## src/rtl/core/gte_pkg.sv

```systemverilog
// ----------------------------------------------------------------------------
// gte_pkg
// Shared types, sizes and helpers for the graph traversal engine.
// ----------------------------------------------------------------------------
`default_nettype none

package gte_pkg;

  localparam int MAX_VERTICES = 63;
  localparam int MAX_DEGREE   = 8;

  // Vertex number width, vertex index width, degree width, adjacency address.
  localparam int VW        = $clog2(MAX_VERTICES + 1);
  localparam int IW        = $clog2(MAX_VERTICES);
  localparam int DW        = $clog2(MAX_DEGREE + 1);
  localparam int ADJ_DEPTH = MAX_VERTICES * MAX_DEGREE;
  localparam int AW        = $clog2(ADJ_DEPTH);

  typedef enum logic [1:0] {
    FUNC_EDGE  = 2'd0,
    FUNC_CLEAR = 2'd1,
    FUNC_BFS   = 2'd2,
    FUNC_DFS   = 2'd3
  } func_t;

  typedef enum logic [1:0] {
    KIND_ACCEPT = 2'd0,
    KIND_REJECT = 2'd1,
    KIND_VISIT  = 2'd2
  } kind_t;

  typedef enum logic [3:0] {
    ST_IDLE,
    ST_EDGE,
    ST_BPOP,
    ST_BCUR,
    ST_BDEG,
    ST_BEDGE,
    ST_BADJ,
    ST_DTOP,
    ST_DVTX,
    ST_DCHK,
    ST_DADJ
  } state_t;

  // Report events from the sequencer to the result stage.
  typedef struct packed {
    logic          status;
    kind_t         kind;
    logic          visit;
    logic [VW-1:0] vertex;
    logic          flush;
  } rpt_t;

  function automatic logic vertex_ok(input logic [VW-1:0] v);
    return (v != '0) && (v <= VW'(MAX_VERTICES));
  endfunction

  function automatic logic [IW-1:0] vidx(input logic [VW-1:0] v);
    return IW'(v - VW'(1));
  endfunction

  function automatic logic [AW-1:0] adj_addr(input logic [VW-1:0] v,
                                             input logic [DW-1:0] pos);
    return AW'(AW'(vidx(v)) * AW'(MAX_DEGREE) + AW'(pos));
  endfunction

endpackage

`default_nettype wire

```

## src/rtl/core/gte_result.sv

```systemverilog
// ----------------------------------------------------------------------------
// gte_result
// Result stage: holds back the latest visited vertex by one report so that
// the final report of a traversal can carry the last flag.
// ----------------------------------------------------------------------------
`default_nettype none

module gte_result (
  input  logic                   clk,
  input  logic                   rst,
  input  gte_pkg::rpt_t          rpt,
  output logic                   strobe,
  output logic [1:0]             kind,
  output logic [gte_pkg::VW-1:0] vertex,
  output logic                   last
);
  import gte_pkg::*;

  logic          strobe_next, last_next;
  kind_t         kind_next;
  logic [VW-1:0] vertex_next;
  logic          pend_valid, pend_valid_next;
  logic [VW-1:0] pend_vertex, pend_vertex_next;

  always_ff @(posedge clk) begin
    if (rst) begin
      strobe     <= 1'b0;
      pend_valid <= 1'b0;
    end else begin
      strobe     <= strobe_next;
      pend_valid <= pend_valid_next;
    end
  end

  always_ff @(posedge clk) begin
    kind        <= kind_next;
    vertex      <= vertex_next;
    last        <= last_next;
    pend_vertex <= pend_vertex_next;
  end

  always_comb begin
    strobe_next      = 1'b0;
    kind_next        = KIND_VISIT;
    vertex_next      = pend_vertex;
    last_next        = 1'b0;
    pend_valid_next  = pend_valid;
    pend_vertex_next = pend_vertex;
    if (rpt.status) begin
      strobe_next = 1'b1;
      kind_next   = rpt.kind;
      vertex_next = '0;
      last_next   = 1'b1;
    end else if (rpt.visit) begin
      strobe_next      = pend_valid;
      pend_valid_next  = 1'b1;
      pend_vertex_next = rpt.vertex;
    end else if (rpt.flush) begin
      strobe_next     = pend_valid;
      last_next       = 1'b1;
      pend_valid_next = 1'b0;
    end
  end

  a_last_empties: assert property (@(posedge clk) disable iff (rst)
    strobe && last |-> !pend_valid)
    else $error("a report is still held after the last beat");

  a_mid_holds: assert property (@(posedge clk) disable iff (rst)
    strobe && !last |-> pend_valid && (kind == KIND_VISIT))
    else $error("a non-final beat left no report held");

  a_status_zero: assert property (@(posedge clk) disable iff (rst)
    strobe && (kind != KIND_VISIT) |-> (vertex == '0) && last)
    else $error("status beat with a vertex or without the last flag");

endmodule

`default_nettype wire

```

## config.mk

```make
export PLATFORM = sky130hd
export DESIGN_NAME = gte_result
export DESIGN_NICKNAME = d
export VERILOG_FILES = /design/src/rtl/core/gte_pkg.sv /design/src/rtl/core/gte_result.sv
export SDC_FILE = /design/constraint.sdc
export NUM_CORES = 1
export LEC_CHECK = 0
export BUFFER_PORTS_ARGS = -buffer_cell sky130_fd_sc_hd__buf_2
export CAP_MARGIN = 20
export CELL_PAD_IN_SITES_DETAIL_PLACEMENT = 1
export CELL_PAD_IN_SITES_GLOBAL_PLACEMENT = 1
export CORE_MARGIN = 4
export CORE_UTILIZATION = 36
export CTS_CLUSTER_SIZE = 14
export DETAILED_ROUTE_END_ITERATION = 8
export PLACE_DENSITY = 0.89
export RECOVER_POWER = 25
export SETUP_SLACK_MARGIN = 0.15
export SLEW_MARGIN = 20
export SYNTH_ARGS = -nofsm -noshare
export SYNTH_HDL_FRONTEND = slang
export SYNTH_SLANG_ARGS = --single-unit
export TNS_END_PERCENT = 50
```

## constraint.sdc

```tcl
create_clock -name clk -period 3.13 [get_ports clk]
set_clock_uncertainty 0.15 [all_clocks]
set_input_delay 0.626 -clock clk [delete_from_list [all_inputs] [get_ports clk]]
set_output_delay 0.626 -clock clk [all_outputs]
set_load 0.02 [all_outputs]
```

==> results.ini, run 1 <==
[synthesis]
synth_area_leader_cell=dfxtp_1
synth-compound-area-share_pct=6.43
syn_area_per_cell_um2=15.0
synth_top_family_by_area=simple AND/OR/NAND/NOR gates
synth_cell_types=14
netlist_area_um2=526
synth_xor_area_share_pct=0
synth_fa_ha_area_share_pct=0
synth.top_cell.area_share_pct=41.9
ys_seq_area_share_pct=76.2
synth-seq-cells=17
synth_nets=48
synthTopCellsByArea=dfxtp_1 42%, edfxtp_1 34%, nor2b_1 6.0%, and2b_2 3.3%, o32ai_2 3.1%
synth.area.mux_share_pct=0
synth_simple_gate_area_share_pct=13.8
syn_inst=35
ys.warnings.count=0

[final_layout]
fin_nets=74
post_route_cells_drive_above_1_share_pct=46.7
mostFrequentLayoutCells=21 x buf_2, 11 x dfxtp_1, 6 x edfxtp_1
mostFrequentLayoutCell=buf_2
finalNonFillerCells=75
diodes=0
nFillCells=154
synthToLayoutAreaGrowth_pct=27.4

[sta]
finalHoldViolations=0
slew_viol_final=0
rsz0062_at_grt=false
tns_ps=0
worst_pin_slew_ps=519
setup_viol=0
slew_headroom_pct=65.4
fin_crit_ps=1550
max_freq_mhz=646
fin_hold_ws_ps=322
fin_crit_sh_pct=49.5

[global_routing]
grt_usage_pct=12.1
antenna_found_initial=0
first_global_vias=340
grt_max_degree=14
grt_pass1_wl_um=1590
grt-ovfl-total=0

[flow_run]
drv_cap=0

[worst_setup_path]
critPathRequiredTime_ps=2350
cp-start-kind=flop
end_kind=output port
crit_arrival_ps=770
cp_slowest_stage_delay_ps=320
path_cells=buf_2
cp_max_fo=1
slowest_stage=dfxtp_1
setup.worst_path.class=reg2out
crit_buf_inv=1
cpLargestDelayFamily=flip-flops

[clock_network]
cts_buffers=3
cts.hold.buffers_added=0
path_clk_slew_ps=100
htree_levels=1
clk_path_buf_depth=2
clock_latency_ps=290
cts_num_sinks=17
cts_root_buffer=clkbuf_4
post_cts_buffers=0
cts_resized=0
cts_tree=yes

[pwr]
ir_worst_vdd_uv=293
p_leak_uw=0.000308
powerDensity_nw_per_um2=597

[drt]
routed-via-count=345
routed_wl_um=1040
vias_per_cell=4.60
drc=0
drt_iter0_markers=1
drtPass1Iterations=4
detail-route-antenna-nets=0
wl_per_cell_um=13.9

[floorplan]
die-area_um2=2130
core_um2=1330
rows=13
pin_count=23
floorplan.initialDensity_pct=39.4
fp.dieH_um=46.2
die_w_um=46.2

[hold_path]
hold_path.class=reg2reg

[outcome]
outcome=complete, no violations

[placement]
gp_congestion=0.740
hpwlAfterDp_um=790
io_buffers=22
placed_cells=71

-- layout make-up --
class	count	area, µm²	share of cell area (%)
clock inverters	1	5.00	0.748
well taps	15	18.8	2.80
flip-flops and latches	17	400	59.8
multi-input cells	15	106	15.9
inverters	2	7.51	1.12
clock buffers	3	22.5	3.36
repair buffers	22	109	16.3
-- metal layers --
layer  vias to the layer above  GRT usage [%]  routed length [µm]
li1                        163              -                   -
met1                       160           9.95                 330
met2                        17           21.4                 591
met3                         5           5.08                  84
met4                         0           10.2                  36
met5                         -              0                   0
-- power by group --
group	switching (µW)	internal, µW
clock	66.6	47.5
combinational	23.1	16.5
sequential	2.99	243
-- Yosys cell counts (all sizes together) --
cell,number
buf,1
a21o,1
nand2b,1
and2,1
o21ai,1
inv,2
dfxtp,11
nor2,1
or2b,1
nor2b,5
a21oi,1
and2b,2
o32ai,1
edfxtp,6
-- stage by stage --
| step | power [µW] | instance area (µm²) | util, % | setup slack, ps |
|---|---|---|---|---|
| after floorplan | 273 | 526 | - | 1600 |
| after global placement | 288 | 643 | 48.2 | 1480 |
| after detailed placement | 291 | 643 | 48.2 | 1440 |
| after CTS | 404 | 671 | 50.3 | 1560 |
| after global routing | 418 | 669 | 50.2 | 1540 |
| final | 399 | 669 | 50.2 | 1580 |
-- kinds of logic (layout without fill, tap and decap cells) --
kind of cell,Yosys count,count (layout)
and+or+nand+nor,11,11
DFF,17,17
AOI/OAI and AO/OA,4,4
buffers and inverters,3,28
-- state kept, by name, indices dropped and copies added (netlist names) --
register,count
strobe,1
pend_valid,1
kind,2
last,1
vertex,6
pend_vertex,6
-- worst paths after layout --
| path | startpoint | endpoint | slack, ps | depth (start not counted) |
|---|---|---|---|---|
| max | vertex[4]$_SDFF_PP0_ | vertex[4] | 1580 | 1 |
| min | pend_vertex[3]$_DFFE_PP_ | vertex[3]$_SDFF_PP0_ | 320 | 1 |
| max reg2reg | pend_vertex[0]$_DFFE_PP_ | vertex[0]$_SDFF_PP0_ | 2330 | 1 |
| min reg2reg | pend_vertex[3]$_DFFE_PP_ | vertex[3]$_SDFF_PP0_ | 320 | 1 |
Power figures use the tool's default switching activity.
==> inputs of run 2 (changes only) <==
ABC_AREA = 1   (was default)
CORE_UTILIZATION = 29   (was 36)
PLACE_DENSITY = 0.8   (was 0.89)
clock period = 1.3 ns   (was 3.13 ns; I/O delays follow)
==> run 2 against run 1 <==
Compared with the run above:
- first-iteration DRC count rose to 3.0 times the previous value
- die area rose by 20%
- sequential cell count did not move
- final area rose by 24%
- sequential power rose by 150%
- largest power group unchanged
==> results.ini, run 2 <==
[final_layout]
nFillCells=204  ; +32%
post_route_cells_drive_above_1_share_pct=48.1  ; +1.4 points
multiInputGateArea_um2=81.3  ; -24%
finalNonFillerCells=102  ; +36%
fin_nets=91  ; +23%
regArea_um2=413  ; +3.1%
mostFrequentLayoutCells=12 x buf_2, 10 x dfxtp_2, 10 x buf_6
synthToLayoutAreaGrowth_pct=58.0
final_cell_area_um2=832  ; +24%
diodes=0  ; unchanged
largestRegisters=pend_vertex (6), vertex (6), kind (2)
mostFrequentLayoutCell=buf_2

[floorplan]
die_w_um=50.6  ; +9.6%
rows=15  ; +2
core_um2=1730  ; +29%
floorplan.initialDensity_pct=30.5  ; -8.9 points
fp.dieH_um=50.6  ; +9.6%
die-area_um2=2560  ; +20%
pin_count=23  ; unchanged

[worst_setup_path]
critPathRequiredTime_ps=890  ; -1460 ps
regToRegSetupSlack_ps=530  ; -1800 ps
cp-start-kind=flop
cpLargestDelayFamily=flip-flops
path_cells=buf_6
crit_arrival_ps=730  ; -40 ps
crit_buf_inv=1  ; unchanged
ff2ff_path_depth=2  ; +1
slowest_stage=dfxtp_2
startpoint=vertex[0]$_SDFF_PP0_
crit-reg2reg-launch=pend_valid$_SDFFE_PP0P_
setup.worst_path.class=reg2out
reg2reg_to=strobe$_SDFF_PP0_
cp_slowest_stage_delay_ps=330  ; about the same
end_kind=output port
cp_max_fo=1  ; unchanged

[clock_network]
cts_root_buffer=clkbuf_4
clk_path_buf_depth=2  ; unchanged
cts_buffers=3  ; unchanged
htree_levels=1  ; unchanged
path_clk_slew_ps=90  ; about the same
cts_num_sinks=17  ; unchanged
cts_tree=yes
clock_latency_ps=280  ; about the same

[synthesis]
netlist_area_um2=527  ; +0.24%
synth-seq-cells=17  ; unchanged
ys.warnings.count=0  ; unchanged
synth-compound-area-share_pct=3.09  ; -3.3 points
synth_simple_gate_area_share_pct=12.4  ; -1.5 points
synth_area_leader_cell=dfxtp_1
synth_top_family_by_area=simple AND/OR/NAND/NOR gates
synthFlopType=dfxtp_1
synth_edf_count=6  ; unchanged
syn_inst=44  ; +26%
synth_nets=57  ; +19%
synth_xor_area_share_pct=0  ; unchanged
ys_seq_area_share_pct=76.0  ; -0.18 points
async_flop_share_pct=0  ; unchanged
synth.top_cell.area_share_pct=41.8  ; -0.10 points
syn_area_per_cell_um2=12.0  ; -20%
synth.most_common_cell=dfxtp_1
synth.area.mux_share_pct=0  ; unchanged
synth_cell_types=10  ; -4
synthTopCellsByArea=dfxtp_1 42%, edfxtp_1 34%, inv_1 6.4%, nor2_1 6.4%, nand2_1 2.9%
synthTopCellsByCount=11 x dfxtp_1, 9 x inv_1, 9 x nor2_1
synth_fa_ha_area_share_pct=0  ; unchanged

[drt]
drc=0  ; unchanged
wl_met3_um=81  ; -3.6%
wl_per_cell_um=11.3  ; -18%
detail-route-antenna-nets=0  ; unchanged
top_layer=met3
drtPass1Iterations=2  ; -2
routed-via-count=397  ; +15%
drt_iter0_markers=3  ; +2
routed_wl_um=1160  ; +11%
wl_met1_um=475  ; +44%
wl_met2_um=600  ; +1.5%
vias_per_cell=3.89  ; -15%

[placement]
gp_congestion=0.680  ; -8.1%
placed_area_um2=664  ; +3.3%
post-place-ws_ps=112  ; -1330 ps
io_buffers=22  ; unchanged
hpwlAfterDp_um=827  ; +4.7%
placed_cells=91  ; +28%

[global_routing]
grt-ovfl-total=0  ; unchanged
grt_max_degree=11  ; -3
grt_pass1_wl_um=1880  ; +18%
antenna_found_initial=0  ; unchanged
first_global_vias=421  ; +24%
grt_usage_pct=10.3  ; -1.8 points

[sta]
finalHoldViolations=0  ; unchanged
setup_viol=0  ; unchanged
max_freq_mhz=876
fin_crit_sh_pct=87.8
slew_headroom_pct=68.3  ; +2.9 points
worst_pin_slew_ps=476  ; -43.0 ps
fin_hold_ws_ps=15.8  ; -306 ps
fin_ws_ps=158  ; -1420 ps
rsz0062_at_grt=true
fin_crit_ps=1140
slew_viol_final=0  ; unchanged
tns_ps=0  ; unchanged

[outcome]
outcome=complete, no violations

[hold_path]
hold_path.class=in2reg
hp-start=rpt[2]
min_to=pend_vertex[1]$_DFFE_PP_
whs_path_depth=1  ; unchanged

[pwr]
powerDensity_nw_per_um2=1210  ; +100%
ir_worst_vdd_uv=430  ; +47%
p_leak_uw=0.000390  ; +27%

[flow_run]
drv_cap=0  ; unchanged

-- run 2: report_power, final --
group | switching [µW] | internal (µW) | total (µW)
logic | 62.5 | 72.4 | 135
registers | 13.7 | 589 | 603
clock network | 154 | 119 | 273
total | 230 | 780 | 1010
-- run 2: logic make-up after synthesis --
family,after synthesis
flops,17
simple gates,15
compound gates,2
buf+inv,10
-- run 2: timing repair --
action | in CTS | in global routing
gates resized for setup | 22 | 8
hold buffers | 5 | 2
setup buffers | 0 | 0
hold endpoints to repair | 5 | 2
setup endpoints to repair | 10 | 10
-- run 2: worst max-delay path by stage --
stage | endpoint | slack, ps | cells past startpoint
2_1_floorplan | pend_vertex[0]$_DFFE_PP_ | 300 | 3
3_3_place_gp | pend_vertex[5]$_DFFE_PP_ | 140 | 4
3_5_place_dp | pend_vertex[3]$_DFFE_PP_ | 110 | 4
4_1_cts | vertex[2] | 140 | 1
5_1_grt | vertex[0] | 120 | 1
6_report | vertex[0] | 160 | 1
-- run 2: cell type report --
type                    instances  area share, %
flip-flops and latches         17           49.6
repair buffers                 30           29.6
multi-input cells              17           9.77
inverters                       9           4.06
well taps                      25           3.76
clock buffers                   4           3.16
-- run 2: worst reg2reg max path: cells and delay by family (launching register included) --
| family | cells | cell delay [ps] |
|---|---|---|
| and+or+nand+nor | 1 | 60 |
| DFF | 1 | 340 |
| AOI/OAI and AO/OA | 1 | 130 |
-- run 2: through the flow --
stage / utilization [%] / total power, µW
floorplan: - / 659
global placement: 38.5 / 701
detailed placement: 38.5 / 706
CTS: 46.2 / 1010
global route: 48.2 / 1060
finish: 48.2 / 1010
-- run 2: routing by layer --
layer  track usage (%)  vias to the layer above
li1                  -                      197
met1              10.7                      185
met2              18.0                       15
met3              3.56                        0
met4              5.38                        0
met5                 0                        -
